==> config.mk <==
export PLATFORM = sky130hd
export DESIGN_NAME = key_click_long_press_detector_unit_flat
export DESIGN_NICKNAME = d
export VERILOG_FILES = /design/src/rtl/kclp_pkg.sv /design/src/rtl/kclp_if.sv /design/src/rtl/key_click_long_press_detector_unit.sv /design/src/flat_wrapper.sv
export SDC_FILE = /design/constraint.sdc
export NUM_CORES = 1
export LEC_CHECK = 0
export ABC_CLOCK_PERIOD_IN_PS = 8070
export BUFFER_PORTS_ARGS = -buffer_cell sky130_fd_sc_hd__clkbuf_2
export CAP_MARGIN = 0
export CORE_MARGIN = 1
export CORE_UTILIZATION = 42
export DETAILED_ROUTE_END_ITERATION = 8
export PLACE_DENSITY_LB_ADDON = 0.1
export SLEW_MARGIN = 20
export SYNTH_ARGS = -nofsm -noshare
export SYNTH_HDL_FRONTEND = slang
export SYNTH_SLANG_ARGS = --single-unit
==> constraint.sdc <==
create_clock -name clk -period 8.07 [get_ports clk]
set_clock_uncertainty 0.15 [all_clocks]
set_input_delay 0.807 -clock clk [delete_from_list [all_inputs] [get_ports clk]]
set_output_delay 0.807 -clock clk [all_outputs]
set_load 0.03 [all_outputs]
==> src/rtl/kclp_pkg.sv <==
package kclp_pkg;

	localparam int unsigned CfgIdxW = 3;
	localparam int unsigned CfgDataW = 8;
	localparam int unsigned EventW = 4;
	localparam int unsigned ClickW = 3;

	typedef logic [7:0] cnt8_t;
	typedef logic [ClickW-1:0] click_t;
	typedef logic [EventW-1:0] event_t;
	typedef logic [CfgIdxW-1:0] cfg_idx_t;
	typedef logic [CfgDataW-1:0] cfg_data_t;

	// Register indexes of the configuration port.
	typedef enum logic [CfgIdxW-1:0] {
		REG_DEBOUNCE_LIMIT    = 3'd0,
		REG_UP_AGE_WHILE_HELD = 3'd1,
		REG_CLICK_WINDOW_LEN  = 3'd2,
		REG_HOLD_LIMIT        = 3'd3,
		REG_UP_AGE_LIMIT      = 3'd4,
		REG_HOLD_START        = 3'd5,
		REG_LONG_PRESS_TICKS  = 3'd6,
		REG_FIRST_PRESS_ONLY  = 3'd7
	} cfg_reg_t;

	localparam event_t EV_NONE    = 4'd0;
	localparam event_t EV_PRESS   = 4'd1;
	localparam event_t EV_RELEASE = 4'd2;
	localparam event_t EV_X1      = 4'd3;
	localparam event_t EV_LONG    = 4'd8;

	localparam click_t MAX_CLICKS = 3'd5;
	localparam cnt8_t DEBOUNCE_CAP = 8'd254;

endpackage

==> src/rtl/kclp_if.sv <==
interface kclp_in_if;
	logic valid;
	logic ready;
	logic pressed;
	modport source (output valid, output pressed, input ready);
	modport sink (input valid, input pressed, output ready);
endinterface

interface kclp_out_if;
	logic valid;
	logic ready;
	kclp_pkg::event_t event_code;
	modport source (output valid, output event_code, input ready);
	modport sink (input valid, input event_code, output ready);
endinterface

interface kclp_cfg_if;
	logic valid;
	logic ready;
	kclp_pkg::cfg_idx_t index;
	kclp_pkg::cfg_data_t data;
	modport source (output valid, output index, output data, input ready);
	modport sink (input valid, input index, input data, output ready);
endinterface

==> src/rtl/key_click_long_press_detector_unit.sv <==
// Key click and long-press detector.
// The in_ch channel takes one sampled key level (pressed) per poll tick; out_ch
// gives exactly one event code per accepted sample: none, press, release, one to
// five clicks, or long press. The cfg_ch channel writes the eight settings by
// register index; it is always ready and should be used only while no sample is
// in flight.
// An accepted sample is held in the input stage, evaluated combinationally
// against the debounce, click and hold counters, and its event code is
// registered in the output register when the input stage advances. One
// sample is taken every cycle while out_ch does not stall; a stall holds
// the input stage and the output register, as below.
// When out_ch stalls, the output register and input stage both hold, so in_ch
// keeps accepting until both are full and then drops ready.
// Reset clears all counters and flags and loads the default settings
// (debounce 3, click window 30, hold and age limits 255, long press at 200,
// press event only on the first click).
module key_click_long_press_detector_unit (
	input  logic clk,
	input  logic arst_n,
	kclp_in_if.sink    in_ch,
	kclp_out_if.source out_ch,
	kclp_cfg_if.sink   cfg_ch
);

	kclp_pkg::cnt8_t debounce_limit_q, up_age_while_held_q, click_window_len_q;
	kclp_pkg::cnt8_t hold_limit_q, up_age_limit_q, hold_start_q, long_press_ticks_q;
	logic first_press_only_q;

	kclp_pkg::cnt8_t debounce_cnt_q, release_age_q, hold_time_q, click_window_q;
	kclp_pkg::click_t click_cnt_q;
	logic is_held_q, is_released_q;

	kclp_pkg::cnt8_t debounce_cnt_d, release_age_d, hold_time_d, click_window_d;
	kclp_pkg::click_t click_cnt_d;
	logic is_held_d, is_released_d;
	kclp_pkg::event_t ev_d;
	kclp_pkg::cnt8_t lim;

	logic valid_s1, pressed_s1;
	logic out_valid_q;
	kclp_pkg::event_t event_q;
	logic advance;

	assign cfg_ch.ready = 1'b1;

	always_ff @(posedge clk or negedge arst_n) begin
		if (!arst_n) begin
			debounce_limit_q <= 8'd3;
			up_age_while_held_q <= 8'd0;
			click_window_len_q <= 8'd30;
			hold_limit_q <= 8'd255;
			up_age_limit_q <= 8'd255;
			hold_start_q <= 8'd0;
			long_press_ticks_q <= 8'd200;
			first_press_only_q <= 1'b1;
		end else if (cfg_ch.valid) begin
			unique case (kclp_pkg::cfg_reg_t'(cfg_ch.index))
				kclp_pkg::REG_DEBOUNCE_LIMIT:    debounce_limit_q <= cfg_ch.data;
				kclp_pkg::REG_UP_AGE_WHILE_HELD: up_age_while_held_q <= cfg_ch.data;
				kclp_pkg::REG_CLICK_WINDOW_LEN:  click_window_len_q <= cfg_ch.data;
				kclp_pkg::REG_HOLD_LIMIT:        hold_limit_q <= cfg_ch.data;
				kclp_pkg::REG_UP_AGE_LIMIT:      up_age_limit_q <= cfg_ch.data;
				kclp_pkg::REG_HOLD_START:        hold_start_q <= cfg_ch.data;
				kclp_pkg::REG_LONG_PRESS_TICKS:  long_press_ticks_q <= cfg_ch.data;
				kclp_pkg::REG_FIRST_PRESS_ONLY:  first_press_only_q <= cfg_ch.data[0];
				default: ;
			endcase
		end
	end

	// The input stage moves on when the output register is free or being drained.
	assign advance = valid_s1 && (!out_valid_q || out_ch.ready);
	assign in_ch.ready = !valid_s1 || advance;

	always_ff @(posedge clk or negedge arst_n) begin
		if (!arst_n) begin
			valid_s1 <= 1'b0;
		end else if (in_ch.ready) begin
			valid_s1 <= in_ch.valid;
		end
	end

	always_ff @(posedge clk) begin
		if (in_ch.valid && in_ch.ready) begin
			pressed_s1 <= in_ch.pressed;
		end
	end

	always_comb begin
		lim = (debounce_limit_q > kclp_pkg::DEBOUNCE_CAP) ? kclp_pkg::DEBOUNCE_CAP
			: debounce_limit_q;
		ev_d = kclp_pkg::EV_NONE;
		debounce_cnt_d = debounce_cnt_q;
		release_age_d = release_age_q;
		hold_time_d = hold_time_q;
		click_cnt_d = click_cnt_q;
		click_window_d = click_window_q;
		is_held_d = is_held_q;
		is_released_d = is_released_q;

		if (pressed_s1) begin
			if (debounce_cnt_q < lim) begin
				debounce_cnt_d = debounce_cnt_q + 8'd1;
				release_age_d = up_age_while_held_q;
			end else if (debounce_cnt_q == lim) begin
				if (!first_press_only_q || click_cnt_q == '0) begin
					ev_d = kclp_pkg::EV_PRESS;
				end
				debounce_cnt_d = debounce_cnt_q + 8'd1;
				click_cnt_d = click_cnt_q + 3'd1;
				click_window_d = click_window_len_q;
				is_held_d = 1'b1;
				is_released_d = 1'b0;
			end else if (hold_time_q < hold_limit_q) begin
				hold_time_d = hold_time_q + 8'd1;
			end
		end else begin
			if (debounce_cnt_q != '0) begin
				debounce_cnt_d = debounce_cnt_q >> 1;
				if (release_age_q == '0) begin
					release_age_d = 8'd1;
					ev_d = kclp_pkg::EV_RELEASE;
					hold_time_d = 8'd0;
				end
			end else begin
				hold_time_d = hold_start_q;
				is_held_d = 1'b0;
				is_released_d = 1'b1;
				if (release_age_q < up_age_limit_q) begin
					release_age_d = release_age_q + 8'd1;
				end
				if (click_cnt_q == '0) begin
					release_age_d = 8'd1;
				end
			end
		end

		if (click_window_d != '0) begin
			click_window_d = click_window_d - 8'd1;
		end

		if ((click_window_d == '0 && is_released_d) || click_cnt_d >= kclp_pkg::MAX_CLICKS) begin
			if (click_cnt_d >= 3'd1 && click_cnt_d <= kclp_pkg::MAX_CLICKS) begin
				ev_d = kclp_pkg::EV_X1 + {1'b0, click_cnt_d} - 4'd1;
			end
			click_cnt_d = '0;
		end

		// Long press wins over any click or edge event of the same tick.
		if (hold_time_d == long_press_ticks_q) begin
			ev_d = kclp_pkg::EV_LONG;
			click_cnt_d = '0;
		end
	end

	always_ff @(posedge clk or negedge arst_n) begin
		if (!arst_n) begin
			debounce_cnt_q <= '0;
			release_age_q <= '0;
			hold_time_q <= '0;
			click_cnt_q <= '0;
			click_window_q <= '0;
			is_held_q <= 1'b0;
			is_released_q <= 1'b0;
		end else if (advance) begin
			debounce_cnt_q <= debounce_cnt_d;
			release_age_q <= release_age_d;
			hold_time_q <= hold_time_d;
			click_cnt_q <= click_cnt_d;
			click_window_q <= click_window_d;
			is_held_q <= is_held_d;
			is_released_q <= is_released_d;
		end
	end

	always_ff @(posedge clk or negedge arst_n) begin
		if (!arst_n) begin
			out_valid_q <= 1'b0;
		end else if (advance) begin
			out_valid_q <= 1'b1;
		end else if (out_ch.ready) begin
			out_valid_q <= 1'b0;
		end
	end

	always_ff @(posedge clk) begin
		if (advance) begin
			event_q <= ev_d;
		end
	end

	assign out_ch.valid = out_valid_q;
	assign out_ch.event_code = event_q;

	// Click events clear the count once it reaches five, so it never rests there.
	a_click_cnt_range: assert property (@(posedge clk) disable iff (!arst_n)
		click_cnt_q < kclp_pkg::MAX_CLICKS)
		else $error("click count reached its clearing value");

	a_held_released_excl: assert property (@(posedge clk) disable iff (!arst_n)
		!(is_held_q && is_released_q))
		else $error("key flagged held and released at once");

	a_s1_hold_on_stall: assert property (@(posedge clk) disable iff (!arst_n)
		valid_s1 && !advance |=> valid_s1 && $stable(pressed_s1))
		else $error("input stage lost a sample during an output stall");

	a_event_range: assert property (@(posedge clk) disable iff (!arst_n)
		out_valid_q |-> event_q <= kclp_pkg::EV_LONG)
		else $error("event code out of range");

	a_state_only_on_advance: assert property (@(posedge clk) disable iff (!arst_n)
		!advance |=> $stable(debounce_cnt_q) && $stable(click_cnt_q) && $stable(hold_time_q))
		else $error("key state changed without a transaction");

endmodule
==> src/flat_wrapper.sv <==
// flat-port wrapper written by rule: the top's interface ports become plain ports
module key_click_long_press_detector_unit_flat 
  (clk, arst_n, in_ch_valid, in_ch_pressed, in_ch_ready, out_ch_valid, out_ch_event_code, out_ch_ready, cfg_ch_valid, cfg_ch_index, cfg_ch_data, cfg_ch_ready);
  kclp_in_if in_ch_i ();
  kclp_out_if out_ch_i ();
  kclp_cfg_if cfg_ch_i ();
  input  logic clk;
  input  logic arst_n;
  input wire logic [$bits(in_ch_i.valid)-1:0] in_ch_valid;
  input wire logic [$bits(in_ch_i.pressed)-1:0] in_ch_pressed;
  output wire logic [$bits(in_ch_i.ready)-1:0] in_ch_ready;
  output wire logic [$bits(out_ch_i.valid)-1:0] out_ch_valid;
  output wire logic [$bits(out_ch_i.event_code)-1:0] out_ch_event_code;
  input wire logic [$bits(out_ch_i.ready)-1:0] out_ch_ready;
  input wire logic [$bits(cfg_ch_i.valid)-1:0] cfg_ch_valid;
  input wire logic [$bits(cfg_ch_i.index)-1:0] cfg_ch_index;
  input wire logic [$bits(cfg_ch_i.data)-1:0] cfg_ch_data;
  output wire logic [$bits(cfg_ch_i.ready)-1:0] cfg_ch_ready;
  assign in_ch_i.valid = in_ch_valid;
  assign in_ch_i.pressed = in_ch_pressed;
  assign in_ch_ready = in_ch_i.ready;
  assign out_ch_valid = out_ch_i.valid;
  assign out_ch_event_code = out_ch_i.event_code;
  assign out_ch_i.ready = out_ch_ready;
  assign cfg_ch_i.valid = cfg_ch_valid;
  assign cfg_ch_i.index = cfg_ch_index;
  assign cfg_ch_i.data = cfg_ch_data;
  assign cfg_ch_ready = cfg_ch_i.ready;
  key_click_long_press_detector_unit u_core (.clk(clk), .arst_n(arst_n), .in_ch(in_ch_i), .out_ch(out_ch_i), .cfg_ch(cfg_ch_i));
endmodule
# ---- Word-level counts from Yosys, hierarchy flattened
# Index checks and enable logic that the tools add are counted.
dict set report classes {
  n_lt_le_gt_ge 7
  multipliers 0
  muxes 40
  eq_ne 12
  n_reduce_logical 30
  bitwise_logic 0
  div_mod_pow 0
  add_sub_neg 7
  shift 0
}
# operator count
set op_table {}
lappend op_table {{$mux 8} 21}
lappend op_table {{$add 8x1->8 const B} 3}
lappend op_table {{$lt 8x8->1} 3}
lappend op_table {{$mux 4} 6}
lappend op_table {{$eq 8x8->1} 2}
lappend op_table {{$logic_not 8->1} 2}
lappend op_table {{$reduce_and 2->1} 8}
lappend op_table {{$reduce_bool 8->1} 2}
lappend op_table {{$mux 3} 5}
lappend op_table {{$eq 3x3->1 const B} 4}
lappend op_table {{$gt 8x8->1 const B} 1}
lappend op_table {{$sub 8x1->8 const B} 1}
lappend op_table {{$mux 1} 7}
lappend op_table {{$eq 3x2->1 const B} 2}
lappend op_table {{$logic_not 3->1} 2}
lappend op_table {{$add 2x3->4 const A} 1}
lappend op_table {{$logic_and 1x1->1} 4}
lappend op_table {{$logic_or 1x1->1} 4}
lappend op_table {{$reduce_and 4->1} 1}
lappend op_table {{$reduce_bool 2->1} 2}
lappend op_table {{$reduce_bool 4->1} 1}
lappend op_table {{$sub 4x1->4 const B} 1}
lappend op_table {{$add 3x1->3 const B} 1}
lappend op_table {{$eq 3x1->1 const B} 1}
lappend op_table {{9 further kinds} 11}
dict set report totals {
  memories 0
  romBits 0
  latch_bits 0
  register_bits 100
  input_bits 17
  mem_bits_rw 0
}

# ---- Logic depth before layout (Yosys ltp)
dict set report logic_depth {
  depth_word 13
  depth_mapped 17
}

# ---- Least setup slack after synthesis
# OpenSTA, ideal clock, no wires.
dict set report synth_timing {
  path_type {reg-to-reg}
  startpoint {register u_core.debounce_limit_q[1]}
  endpoint {register u_core.event_q[0], in the netlist u_core.out_ch.event_code[0], data pin}
  path_stages_with_launch 17
  path_buffers 1
  setup_slack_ps 3887
  arrival_time_ps 3764
  setup_ps 269
  cell_sequence {dfstp_2 inv_1 o41a_1 ha_1 nand4_1 nor3_4 o31a_1 buf_4 mux2i_1 ha_1 nand2_1 or4_1 mux2i_4 o41ai_2 a31oi_4 a21boi_1 a211oi_2}
}
dict set report synth_via {
  elab_chain_len 12
  elab_cells_between_ends 34
  classes_between {3 x add/sub; 5 x order compare; 2 x eq/ne; 19 x mux; 5 x reduce/logical}
}
# element line
set synth_lines {}
lappend synth_lines {{start, declared} key_click_long_press_detector_unit.sv:25} ;# kclp_pkg::cnt8_t debounce_limit_q, up_age_while_held_q, click_window_len_q;
lappend synth_lines {{start signal, assigned} key_click_long_press_detector_unit.sv:58} ;# kclp_pkg::REG_DEBOUNCE_LIMIT: debounce_limit_q <= cfg_ch.data;
lappend synth_lines {{$gt 8x8->1} key_click_long_press_detector_unit.sv:90} ;# lim = (debounce_limit_q > kclp_pkg::DEBOUNCE_CAP) ? kclp_pkg::DEBOUNCE_CAP
lappend synth_lines {{$mux 8 (*)} key_click_long_press_detector_unit.sv:90}
lappend synth_lines {{parallel branches: the longest is 10 deep, another holds $lt 8x8->1} -}
lappend synth_lines {{end signal, assigned} key_click_long_press_detector_unit.sv:188} ;# event_q <= ev_d;
lappend synth_lines {{end, declared} key_click_long_press_detector_unit.sv:41} ;# kclp_pkg::event_t event_q;
# Every way passes the cells marked *.
# A chain may end at the register's enable or synchronous reset.

# ---- Worst setup path in the final report
# Same ends and word-level chain as after synthesis.

==> run summary <==
Worst R2R Path Depth = 16
first-pass GRT wire length = 27.7 mm
area grow syn2layout = 8.81%
Cell variety after synth = 79
placed insts = 868
vias in the first global route = 5012
post-synthesis simple-gate area fraction = 0.198
Vias = 5268
NetSw = 832 uW
post-place instance area = 6750 um2
initial detailed-routing violation count = 304
initial core utilization = 0.428
Commonest cells post-synth = 69 x dfrtp_1, 60 x nand2_1, 50 x o21ai_0
# clock sinks = 100
Root Driver = clkbuf_16
row cnt = 45
Top Ports = 24
drt pass-1 iters = 5
critical path class = reg2reg
Synth Area in Compound Gates = 0.184
largest net degree at the start of global routing = 64
Flop pwr share = 0.395
GP Congestion = 0.837
register bit total from synthesis = 100
dominant cells by area after synthesis = dfrtp_1 27%, dfstp_2 11%, mux2_2 7.6%
post-synthesis xor/xnor area fraction = 0.0176
YS warnings = 0
Max Clk Rate = 0.195 GHz
clk_lat worst skew = 360 ps
PD cells = 298 nW/um2
drt total wl = 16.8 mm
Critical R2R Capture = u_core.out_ch.event_code[0]
most numerous cell in the Yosys netlist = dfrtp_1
CP max stage cell = o31a_1
core box area = 15100 um2
post-synth top area cell = dfrtp_1
multiplexer share of the synthesized area = 0.0953
design area = 7060 um2
Post-CTS Hold Buffers = 0
main combinational cell family by area after synthesis = simple AND/OR/NAND/NOR gates
Adder-Cell Fraction of Synth Area = 0.0636
TritonCTS buffer count = 9
Startpoint Class = flip-flop
Die W = 126 um
post-CTS sizing = 0
Die ar. = 15900 um2
grt ovf = 0
P_leak = 0.00302 uW
ys async rst share = 0.950
final setup violation count = 0
Worst Hold Class = in2async
Routed wire per std cell = 19.0 um
Max clock buf depth = 2
Largest stage delay, worst path = 730 ps
DR vias/cell = 5.96
CTS tree = done
post-synth top area share = 0.266
Total Routing Usage GR = 0.226
CP dominant cell by count = ha_1
chip height = 126 um
Mapped Cells = 680
worst-path fanout max = 14
Switching Fraction = 0.395
initial antenna violation count = 0
Comb pwr share = 0.388
IO Port Bufs = 22
CP endpoint kind = flip-flop
Setup TNS = 0 ps
# diodes = 0
synthesized area = 6490 um2
crit-path cells = inv_1 -> o41a_1 -> ha_1 -> nand4_1 -> nor3_4 -> o31a_1 -> mux2i_1 -> ha_1 -> nand2_1 -> or4_1 -> mux2i_4 -> nand3_1 -> o41ai_2 -> a31oi_4 -> a21boi_1 -> a211oi_2
post-route ant nets = 0
# DRC = 0
total setup buffers inserted after CTS = 0
FF-to-FF setup slack = 2940 ps
max-slew violation count = 0
status = finished clean
Worst Path Arrival = 5180 ps
Int Pwr = 1270 uW
Clock transition at path regs = 70 ps
Final nets = 741
Final Cycle Share = 0.636
delay-heaviest family, CP = compound AO/OA/AOI/OAI gates
Worst VDD drop = 0.127 mV
Post-Layout Cell Count = 884
Clock power frac = 0.217
syn_area_per_cell = 9.54 um2
Seq/Total Area, Yosys = 0.395
detailed placement HPWL = 11.5 mm
number of synthesized flops with an enable pin = 5
Critical R2R Launch = u_core.debounce_limit_q[1]
share of cells above drive strength 1 = 0.216
Tmin final = 5130 ps
Most used DFF post-synth = dfrtp_1
slew margin rel. = 0.327
RSZ-0062 raised after global routing = no
Buf/Inv on CP = 1
H-tree Lvls = 3
max-cap viol count = 0
Slew @ Worst Pin = 1010 ps
Fin. Hold Viols = 0
post-synth net total = 730
CP required = 8120 ps
## logic make-up (layout without fill, tap and decap cells)
logic type | Yosys count | count (layout)
flops | 100 | 100
simple gates | 237 | 237
buf+inv | 71 | 87
other cells | 1 | 1
compound gates | 170 | 170
fa+ha+maj | 33 | 33
xor+xnor | 13 | 13
mux | 55 | 55
## sequential cells by signal (all words and copies together), names as in the netlist, 3 cells and up
signal	cells
u_core.click_cnt_q	3
u_core.click_window_len_q	8
u_core.click_window_q	8
u_core.debounce_cnt_q	8
u_core.debounce_limit_q	8
u_core.hold_limit_q	8
u_core.hold_start_q	8
u_core.hold_time_q	8
u_core.long_press_ticks_q	8
u_core.out_ch.event_code	4
u_core.release_age_q	8
u_core.up_age_limit_q	8
u_core.up_age_while_held_q	8
## worst max-delay path by stage
stage,from,endpoint,slack (ps),cells past startpoint
floorplan,u_core.debounce_limit_q[1],u_core.out_ch.event_code[0],3890,16
finish,u_core.debounce_limit_q[1],u_core.out_ch.event_code[0],2940,16
detailed placement,u_core.pressed_s1,u_core.out_ch.event_code[1],2980,14
global placement,u_core.debounce_limit_q[1],u_core.out_ch.event_code[0],3170,16
global route,u_core.pressed_s1,u_core.out_ch.event_code[1],2590,14
CTS,u_core.pressed_s1,u_core.out_ch.event_code[0],2960,14
## layer usage
layer,vias to the layer above,global-route usage,share of wire
met4,0,0.0687,0.016
met3,20,0.0348,0.032
met5,-,0,0
met1,2613,0.317,0.50
met2,115,0.358,0.46
li1,2520,-,-
## placed cells by master (no fill, tap or decap), types with 5 or more instances in the layout
master / count
a21oi_1: 34
a31oi_1: 5
and2_1: 7
and3_1: 17
buf_4: 9
clkbuf_16: 9
clkbuf_2: 21
dfrtp_1: 69
dfstp_2: 26
edfxtp_1: 5
ha_1: 33
inv_1: 40
mux2_2: 44
mux2i_1: 10
nand2_1: 60
nand2b_1: 14
nand3_1: 27
nand4_1: 12
nor2_1: 37
nor3_1: 14
nor3b_1: 8
nor4_1: 5
o2111ai_1: 5
o211ai_1: 10
o21a_1: 5
o21ai_0: 50
o22ai_1: 9
or2_2: 5
or3_1: 8
xnor2_1: 5
xor2_1: 8
## through the flow
step | total power [uW] | setup slack, ps | util | hold slack, ps
floorplan | 1430 | 3890 | - | 307
global placement | 1630 | 3170 | 0.446 | 323
detailed placement | 1650 | 2980 | 0.446 | 335
CTS | 2110 | 2960 | 0.466 | 272
global route | 2260 | 2590 | 0.466 | 288
finish | 2100 | 2940 | 0.466 | 265
## area by class of cell
class                           instances  area (um2)
Sequential cell                       100        2560
Clock buffer                           11         253
Timing Repair Buffer                   30         173
Clock inverter                          5        57.6
Inverter                               41         154
Fill cell                            1433        8090
Multi-Input combinational cell        509        3630
Tap cell                              188         235
## power groups by stage
stage	Clock [uW]	Combinational, uW	Sequential, uW
final	457	816	830
after global placement	0	798	830
after detailed placement	0	814	834
after floorplan	0	654	781
after CTS	467	818	827
after global routing	486	924	855
Power figures use the tool's default switching activity.
